### src/hw/rtl/ibp_pkg.sv
// Shared constants and types of the intra block predictor.
package ibp_pkg;

  // Pixel format and the widest block the packed ports can carry.
  localparam int IBP_PIX_W      = 8;
  localparam int IBP_MAX_SIZE   = 8;
  localparam int IBP_ROW_W      = IBP_PIX_W * IBP_MAX_SIZE;
  localparam int IBP_IDX_W      = 3;
  localparam int IBP_BLOCK_SIZE = 8;

  // Fill value for neighbours that do not exist.
  localparam logic [IBP_PIX_W-1:0] IBP_MID_GRAY = 8'd128;

  // Fraction bits of the reciprocal used for the DC mean.
  localparam int IBP_RECIP_SHIFT = 24;

  // Prediction modes.
  localparam logic [1:0] MODE_VERT = 2'd0;
  localparam logic [1:0] MODE_HORZ = 2'd1;
  localparam logic [1:0] MODE_DC   = 2'd2;
  localparam logic [1:0] MODE_DIAG = 2'd3;

  // Mode and neighbour availability of the request being expanded.
  typedef struct packed {
    logic [1:0] mode;
    logic       no_top;
    logic       no_left;
  } ibp_ctl_t;

endpackage

### src/hw/rtl/ibp_row.sv
// Builds one predicted row of the block from the held request.
module ibp_row
  import ibp_pkg::*;
#(
  parameter int BLOCK_SIZE = IBP_BLOCK_SIZE,
  parameter int RW         = $clog2(BLOCK_SIZE)
) (
  input  ibp_ctl_t                          ctl,
  input  logic [BLOCK_SIZE*IBP_PIX_W-1:0]   top,
  input  logic [BLOCK_SIZE*IBP_PIX_W-1:0]   left,
  input  logic [IBP_PIX_W-1:0]              corner,
  input  logic [IBP_PIX_W-1:0]              dc,
  input  logic [RW-1:0]                     row,
  output logic [IBP_ROW_W-1:0]              pixels
);

  logic [IBP_PIX_W-1:0] top_px  [BLOCK_SIZE];
  logic [IBP_PIX_W-1:0] left_px [BLOCK_SIZE];
  logic [RW:0]          row_ext;

  assign row_ext = {1'b0, row};

  // Unpack the neighbour pixels.
  for (genvar k = 0; k < BLOCK_SIZE; k++) begin : g_unpack
    assign top_px[k]  = top[k*IBP_PIX_W +: IBP_PIX_W];
    assign left_px[k] = left[k*IBP_PIX_W +: IBP_PIX_W];
  end

  // One lane per column; columns beyond the block read as zero.
  for (genvar c = 0; c < IBP_MAX_SIZE; c++) begin : g_lane
    if (c < BLOCK_SIZE) begin : g_used
      localparam logic [RW:0] COL = (RW+1)'(c);
      logic [RW:0]          up_diff;
      logic [RW:0]          lo_diff;
      logic [IBP_PIX_W-1:0] px;

      assign up_diff = COL - row_ext - (RW+1)'(1);
      assign lo_diff = row_ext - COL - (RW+1)'(1);

      // Mode selection for this column.
      always_comb begin
        px = IBP_MID_GRAY;
        if (!(ctl.no_top && ctl.no_left)) begin
          unique case (ctl.mode)
            MODE_VERT: px = ctl.no_top ? IBP_MID_GRAY : top_px[c];
            MODE_HORZ: px = ctl.no_left ? IBP_MID_GRAY : left_px[row];
            MODE_DC:   px = dc;
            MODE_DIAG: begin
              if (row_ext == COL) begin
                px = (ctl.no_top || ctl.no_left) ? IBP_MID_GRAY : corner;
              end else if (row_ext < COL) begin
                px = ctl.no_top ? IBP_MID_GRAY : top_px[up_diff[RW-1:0]];
              end else begin
                px = ctl.no_left ? IBP_MID_GRAY : left_px[lo_diff[RW-1:0]];
              end
            end
            default:   px = IBP_MID_GRAY;
          endcase
        end
      end

      assign pixels[c*IBP_PIX_W +: IBP_PIX_W] = px;
    end else begin : g_unused
      assign pixels[c*IBP_PIX_W +: IBP_PIX_W] = '0;
    end
  end

endmodule

### src/hw/rtl/intra_block_predictor.sv
// Top level of the intra block predictor: request register, row sequencer, result register.
//
// Each accepted request yields BLOCK_SIZE result rows, top row first, one row per cycle
// while the output is not stalled; the row counter walks the held request. A new request
// is taken in the same cycle in which the previous request's last row is loaded into the
// result register, so blocks stream without gaps. Each row passes from the request
// register through the row builder into the result register. The neighbour sums for
// the DC mode are formed on the way into the request register and divided by a
// reciprocal multiply while rows are produced.
module intra_block_predictor
  import ibp_pkg::*;
#(
  parameter int BLOCK_SIZE = IBP_BLOCK_SIZE
) (
  input  logic                 clk,
  input  logic                 rst,
  input  logic                 in_valid,
  output logic                 in_stall,
  input  logic [1:0]           cmd,
  input  logic                 first_row,
  input  logic                 first_col,
  input  logic [IBP_ROW_W-1:0] top_row,
  input  logic [IBP_ROW_W-1:0] left_col,
  input  logic [IBP_PIX_W-1:0] corner,
  output logic                 out_valid,
  input  logic                 out_stall,
  output logic [IBP_IDX_W-1:0] row_index,
  output logic [IBP_ROW_W-1:0] row_pixels,
  output logic                 last
);

  localparam int RW      = $clog2(BLOCK_SIZE);
  localparam int BW      = BLOCK_SIZE * IBP_PIX_W;
  localparam int SUM_W   = IBP_PIX_W + $clog2(2 * BLOCK_SIZE);
  localparam int RECIP_W = IBP_RECIP_SHIFT + 1;
  localparam int PROD_W  = SUM_W + RECIP_W;
  localparam logic [RW-1:0] LAST_ROW = RW'(BLOCK_SIZE - 1);
  localparam logic [RECIP_W-1:0] RECIP_ONE =
    RECIP_W'((2 ** IBP_RECIP_SHIFT + BLOCK_SIZE - 1) / BLOCK_SIZE);
  localparam logic [RECIP_W-1:0] RECIP_TWO =
    RECIP_W'((2 ** IBP_RECIP_SHIFT + 2 * BLOCK_SIZE - 1) / (2 * BLOCK_SIZE));

  // Held request.
  logic                 req_valid;
  ibp_ctl_t             req_ctl;
  logic [BW-1:0]        req_top;
  logic [BW-1:0]        req_left;
  logic [IBP_PIX_W-1:0] req_corner;
  logic [SUM_W-1:0]     req_sum;
  logic                 req_wide;
  logic [RW-1:0]        row_cnt;

  logic                 in_xfer;
  logic                 advance;
  logic                 done;
  logic [SUM_W-1:0]     sum_top;
  logic [SUM_W-1:0]     sum_left;
  logic [SUM_W-1:0]     sum_sel;
  logic                 wide_sel;
  logic [RECIP_W-1:0]   recip;
  logic [PROD_W-1:0]    product;
  logic [IBP_PIX_W-1:0] dc;
  logic [IBP_ROW_W-1:0] row_next;

  // Handshake: a row moves whenever the result register is free or being drained.
  assign advance  = req_valid && (!out_valid || !out_stall);
  assign done     = advance && (row_cnt == LAST_ROW);
  assign in_stall = req_valid && !done;
  assign in_xfer  = in_valid && !in_stall;

  // Neighbour sums over the used part of the block.
  always_comb begin
    sum_top  = '0;
    sum_left = '0;
    for (int c = 0; c < BLOCK_SIZE; c++) begin
      sum_top  = sum_top + SUM_W'(top_row[c*IBP_PIX_W +: IBP_PIX_W]);
      sum_left = sum_left + SUM_W'(left_col[c*IBP_PIX_W +: IBP_PIX_W]);
    end
  end

  // Choose which neighbours feed the DC mean.
  always_comb begin
    priority if (first_row) begin
      sum_sel  = sum_left;
      wide_sel = 1'b0;
    end else if (first_col) begin
      sum_sel  = sum_top;
      wide_sel = 1'b0;
    end else begin
      sum_sel  = sum_top + sum_left;
      wide_sel = 1'b1;
    end
  end

  // Request register and row counter.
  always_ff @(posedge clk) begin
    if (rst) begin
      req_valid <= 1'b0;
      row_cnt   <= '0;
    end else begin
      if (in_xfer) begin
        req_valid <= 1'b1;
        row_cnt   <= '0;
      end else if (done) begin
        req_valid <= 1'b0;
        row_cnt   <= '0;
      end else if (advance) begin
        row_cnt <= row_cnt + RW'(1);
      end
    end
  end

  always_ff @(posedge clk) begin
    if (in_xfer) begin
      req_ctl.mode    <= cmd;
      req_ctl.no_top  <= first_row;
      req_ctl.no_left <= first_col;
      req_top         <= top_row[BW-1:0];
      req_left        <= left_col[BW-1:0];
      req_corner      <= corner;
      req_sum         <= sum_sel;
      req_wide        <= wide_sel;
    end
  end

  // DC mean: truncating division by a reciprocal multiply.
  assign recip   = req_wide ? RECIP_TWO : RECIP_ONE;
  assign product = PROD_W'(req_sum) * PROD_W'(recip);
  assign dc      = product[IBP_RECIP_SHIFT +: IBP_PIX_W];

  ibp_row #(
    .BLOCK_SIZE (BLOCK_SIZE),
    .RW         (RW)
  ) u_row (
    .ctl    (req_ctl),
    .top    (req_top),
    .left   (req_left),
    .corner (req_corner),
    .dc     (dc),
    .row    (row_cnt),
    .pixels (row_next)
  );

  // Result register.
  always_ff @(posedge clk) begin
    if (rst) begin
      out_valid <= 1'b0;
    end else if (advance) begin
      out_valid <= 1'b1;
    end else if (!out_stall) begin
      out_valid <= 1'b0;
    end
  end

  always_ff @(posedge clk) begin
    if (advance) begin
      row_index  <= IBP_IDX_W'(row_cnt);
      row_pixels <= row_next;
      last       <= (row_cnt == LAST_ROW);
    end
  end

  // A transfer in starts the block at its top row.
  a_start_row: assert property (@(posedge clk) disable iff (rst)
    in_xfer |=> (req_valid && row_cnt == '0))
    else $error("accepted request does not start at row zero");

  // A request stays held until its last row has moved out.
  a_hold_req: assert property (@(posedge clk) disable iff (rst)
    (advance && row_cnt != LAST_ROW) |=> req_valid)
    else $error("request dropped before its last row");

  // Every row that moves lands in the result register.
  a_row_loaded: assert property (@(posedge clk) disable iff (rst)
    advance |=> out_valid)
    else $error("advanced row missing from result register");

  // The last flag marks exactly the final row index.
  a_last_flag: assert property (@(posedge clk) disable iff (rst)
    out_valid |-> (last == (row_index == IBP_IDX_W'(BLOCK_SIZE - 1))))
    else $error("last flag does not match row index");

endmodule

### config.mk
export PLATFORM = sky130hd
export DESIGN_NAME = intra_block_predictor
export DESIGN_NICKNAME = d
export VERILOG_FILES = /design/src/hw/rtl/ibp_pkg.sv /design/src/hw/rtl/ibp_row.sv /design/src/hw/rtl/intra_block_predictor.sv
export SDC_FILE = /design/constraint.sdc
export NUM_CORES = 1
export LEC_CHECK = 0
export BUFFER_PORTS_ARGS = -buffer_cell sky130_fd_sc_hd__buf_2
export CAP_MARGIN = 20
export CORE_MARGIN = 2
export CORE_UTILIZATION = 60
export DETAILED_ROUTE_END_ITERATION = 7
export GPL_TIMING_DRIVEN = 1
export PLACE_DENSITY_LB_ADDON = 0.1
export SYNTH_ARGS = -nofsm -noshare
export SYNTH_HDL_FRONTEND = slang
export SYNTH_SLANG_ARGS = --single-unit
### constraint.sdc
create_clock -name clk -period 13.9 [get_ports clk]
set_clock_uncertainty 0.05 [all_clocks]
set_input_delay 0 -clock clk [delete_from_list [all_inputs] [get_ports clk]]
set_output_delay 0 -clock clk [all_outputs]
set_load 0.01 [all_outputs]
==> reports/qor.json <==
{
  "outcome": {"value": "complete, no violations"},
  "setup_repair_after_global_routing_missed_its_margin": {"value": "false"},
  "crit_path_max_incr_delay": {"value": 600, "unit": "ps"},
  "drt_first_pass_iters": {"value": 8},
  "post_route_cells_drive_above_1_share": {"value": 21.4, "unit": "%"},
  "highest_layer": {"value": "met4"},
  "floorplan.rows": {"value": 63},
  "grt_antenna_before_repair": {"value": 1},
  "power.share.switching": {"value": 44.2, "unit": "%"},
  "synth_area_per_cell": {"value": 11.5, "unit": "µm²"},
  "post_drt_wl_per_cell": {"value": 28.1, "unit": "µm"},
  "grt_max_degree": {"value": 83},
  "wl_met2": {"value": 28.8, "unit": "mm"},
  "postRouteWirelength": {"value": 64.3, "unit": "mm"},
  "hold_slack": {"value": 121, "unit": "ps"},
  "critical_path_required": {"value": 14140, "unit": "ps"},
  "via_per_inst": {"value": 6.67},
  "synth_enable_flop_cells": {"value": 219},
  "reg2reg_depth": {"value": 9},
  "final_antenna_net_count": {"value": 0},
  "core_area": {"value": 29600, "unit": "µm²"},
  "hold_class": {"value": "primary input to flop"},
  "net_total_in_the_final_layout": {"value": 2192},
  "synth_area_leaders": {"value": "edfxtp_1, mux4_2, fa_1"},
  "cts-resized-gates": {"value": 0},
  "synthCells": {"value": 1571},
  "floorplan.initialDensity": {"value": 60.9, "unit": "%"},
  "critical_path_arrival": {"value": 5790, "unit": "ps"},
  "area_growth": {"value": 20.0, "unit": "%"},
  "detail_route.iter0.violations": {"value": 2318},
  "clkPwrFrac": {"value": 16.0, "unit": "%"},
  "ys_async_sr_fraction": {"value": 0, "unit": "%"},
  "timing.max_cap.violations": {"value": 0},
  "reg2reg_to": {"value": "row_pixels[34]$_SDFFCE_PP0P_"},
  "p_per_area": {"value": 193, "unit": "nW/µm²"},
  "power.share.sequential": {"value": 21.6, "unit": "%"},
  "placement.cell_area": {"value": 19400, "unit": "µm²"},
  "criticalPathCategory": {"value": "primary input to flop"},
  "cts_inserted_buffers": {"value": 24},
  "synth.yosys.seq_area_share": {"value": 37.0, "unit": "%"},
  "p_int": {"value": 2.34, "unit": "mW"},
  "layout.core_utilization": {"value": 73.1, "unit": "%"},
  "yosys_most_used_dff": {"value": "edfxtp_1"},
  "aggregate_negative_setup_slack": {"value": 0, "unit": "ps"},
  "slew_viol_final": {"value": 0},
  "final_hold_viol_count": {"value": 0},
  "drt-met1-wl": {"value": 23.5, "unit": "mm"},
  "synth_warnings": {"value": 0},
  "min_delay_path_depth": {"value": 2},
  "comb_power_share": {"value": 62.4, "unit": "%"},
  "worst_skew_late_latency": {"value": 550, "unit": "ps"},
  "die_ar": {"value": 31500, "unit": "µm²"},
  "worst_r2r_startpoint": {"value": "row_cnt[0]$_SDFFE_PP0P_"},
  "worst_setup_slack_for_register_to_register_paths": {"value": 9050, "unit": "ps"},
  "final_cell_area": {"value": 21700, "unit": "µm²"},
  "share_of_the_synthesized_area_in_the_top_cell_type": {"value": 36.4, "unit": "%"},
  "synthesis.area": {"value": 18000, "unit": "µm²"},
  "critical_path.cell_chain": {"value": "dlygate4sd3_1 -> buf_2 -> inv_1 -> fa_1 -> inv_1 -> fa_1 -> fa_1 -> inv_1 -> fa_1 -> inv_1 -> ha_1 -> a211o_1 -> a21o_1 -> a211o_1 -> nand2_1 -> inv_1 -> ha_1 -> o41ai_1 -> mux2i_1 -> nand3b_1 -> o221a_2"},
  "pin_count": {"value": 214},
  "detail_route.drc_violations": {"value": 0},
  "post_synth_most_frequent_cells": {"value": "edfxtp_1, inv_1, mux2i_1, nand2_1, mux4_2"},
  "p_sw": {"value": 1.85, "unit": "mW"},
  "grt_first_pass_wirelength": {"value": 94.3, "unit": "mm"},
  "met3_wirelength": {"value": 7.74, "unit": "mm"},
  "grt.total_usage": {"value": 41.5, "unit": "%"},
  "period_share": {"value": 40.0, "unit": "%"},
  "dp.final_hpwl": {"value": 45.2, "unit": "mm"},
  "cp-start-kind": {"value": "primary input"},
  "place_inst": {"value": 2104},
  "maximum_vdd_drop": {"value": 0.557, "unit": "mV"},
  "report.power.total": {"value": 4.19, "unit": "mW"},
  "clockRootBuffer": {"value": "clkbuf_16"},
  "synth.ff_latch_count": {"value": 224},
  "synthDominantAreaCellType": {"value": "edfxtp_1"},
  "timing_worst_slew_pin_value": {"value": 1190, "unit": "ps"},
  "critPathMostFrequentCell": {"value": "inv_1"},
  "minimum_clock_period_after_layout": {"value": 5560, "unit": "ps"},
  "timing.hold.worst.start": {"value": "corner[0]"},
  "die_height": {"value": 177, "unit": "µm"},
  "setup_slack": {"value": 8340, "unit": "ps"},
  "postCtsSetupBuffers": {"value": 0},
  "fp.dieW": {"value": 177, "unit": "µm"},
  "synthMostInstantiatedCell": {"value": "edfxtp_1"},
  "path_buf_inv": {"value": 7},
  "cts_tree": {"value": "done"},
  "place_worst_setup_slack": {"value": 8430, "unit": "ps"},
  "finish.cell_count_without_fillers": {"value": 2292},
  "via_count": {"value": 15300},
  "timing.critical_path.max_delay_family": {"value": "adder cells"},
  "critical_path_peak_fanout": {"value": 4},
  "ctsLongestPathBuffers": {"value": 3},
  "worst_path_max_delay_cell": {"value": "fa_1"},
  "synth_cell_types": {"value": 65},
  "leakage_component_of_the_power": {"value": 8.85, "unit": "nW"},
  "cts_max_level": {"value": 1},
  "setup-violations-final": {"value": 0},
  "first_global_vias": {"value": 14900},
  "gp_congestion": {"value": 1.08},
  "clock_sinks": {"value": 224},
  "max_slew_margin": {"value": 20.1, "unit": "%"},
  "globalRouteOverflowTotal": {"value": 0},
  "critPathLaunch": {"value": "left_col[3]"},
  "buffer_ports.inserted": {"value": 213},
  "clkTransAtPathRegs": {"value": 60, "unit": "ps"},
  "timing.hold.worst_endpoint": {"value": "req_corner[0]$_DFFE_PP_"},
  "timing.fmax": {"value": 180, "unit": "MHz"},
  "cp-end-kind": {"value": "flop"}
}
-- sequential cells by signal (all words and copies together) (netlist names) --
register / flops
last: 1
out_valid: 1
req_corner: 8
req_ctl: 4
req_left: 64
req_sum: 10
req_top: 64
req_valid: 1
req_wide: 1
row_cnt: 3
row_index: 3
row_pixels: 64
-- worst max path at each step --
stage | end | slack [ps] | cells past startpoint
global placement | req_sum[8]$_DFFE_PP_ | 8450 | 20
CTS | req_sum[8]$_DFFE_PP_ | 8410 | 21
finish | req_sum[8]$_DFFE_PP_ | 8340 | 21
floorplan | req_corner[0]$_DFFE_PP_ | 1600 | 4
detailed placement | req_sum[8]$_DFFE_PP_ | 8430 | 20
global route | req_sum[8]$_DFFE_PP_ | 8020 | 21
-- timing repair --
item / CTS / global route
endpoints found under the setup margin: 0 / 0
endpoints found under the hold margin: 147 / 0
hold buffers: 144 / 0
-- worst register-to-register path, delay by kind of cell (launching register included) --
family | cells | cell delay, ps
AOI/OAI and AO/OA | 5 | 1400
adders and majority gates | 1 | 930
buffers and inverters | 2 | 1160
DFF | 1 | 650
muxes | 1 | 410
-- cell type report --
cell class / instances / area [µm²]
antenna: 1 / 2.50
clock buffer: 32 / 672
clock inverter: 11 / 138
fill: 2037 / 7980
inverter: 219 / 822
multi-input combinational: 1040 / 10200
sequential: 224 / 6680
tap: 390 / 488
timing repair buffer: 375 / 2640
-- placed cells by master, fill, tap and decap left out, drive strengths merged, types with 7 or more instances in the layout --
| cell | count |
|---|---|
| a221oi | 11 |
| mux2i | 125 |
| nand3 | 9 |
| a211o | 7 |
| a21o | 10 |
| nand2b | 8 |
| and2 | 10 |
| o21ai | 84 |
| nand2 | 105 |
| clkbuf | 32 |
| o22ai | 43 |
| nor3 | 9 |
| buf | 231 |
| ha | 67 |
| a22o | 7 |
| dlygate4sd3 | 144 |
| fa | 97 |
| xnor2 | 15 |
| o211ai | 17 |
| mux2 | 28 |
| o21a | 11 |
| nor2b | 25 |
| a31oi | 11 |
| a22oi | 10 |
| mux4 | 99 |
| inv | 220 |
| nor2 | 61 |
| a221o | 13 |
| a21oi | 94 |
| edfxtp | 219 |
| a211oi | 18 |
-- per-layer routing --
layer / global-route usage, % / vias to the layer above
li1: - / 6408
met5: 0 / -
met4: 22.0 / 0
met3: 8.91 / 233
met1: 56.1 / 7401
met2: 63.5 / 1238
-- power by group through the flow --
| stage | sequential (mW) | combinational [mW] | clock (mW) |
|---|---|---|---|
| 6_report | 0.904 | 2.61 | 0.672 |
| 5_1_grt | 0.908 | 2.86 | 0.697 |
| 4_1_cts | 0.901 | 2.54 | 0.668 |
| 3_5_place_dp | 0.915 | 2.49 | 0 |
| 3_3_place_gp | 0.911 | 2.43 | 0 |
| 2_1_floorplan | 0.910 | 1.85 | 0 |
-- cell families (layout without fill, tap and decap cells) --
logic type	after synthesis	count (layout)	synth area share, %
AOI/OAI and AO/OA	363	363	13.1
buffers and inverters	309	637	6.69
muxes	252	252	21.0
and+or+nand+nor	238	238	5.84
DFF	224	224	37.0
adders and majority gates	164	164	15.4
xor gates and xnor gates	20	20	0.970
other	1	4	0.0208
No activity file was read; power rests on OpenSTA's default activity.
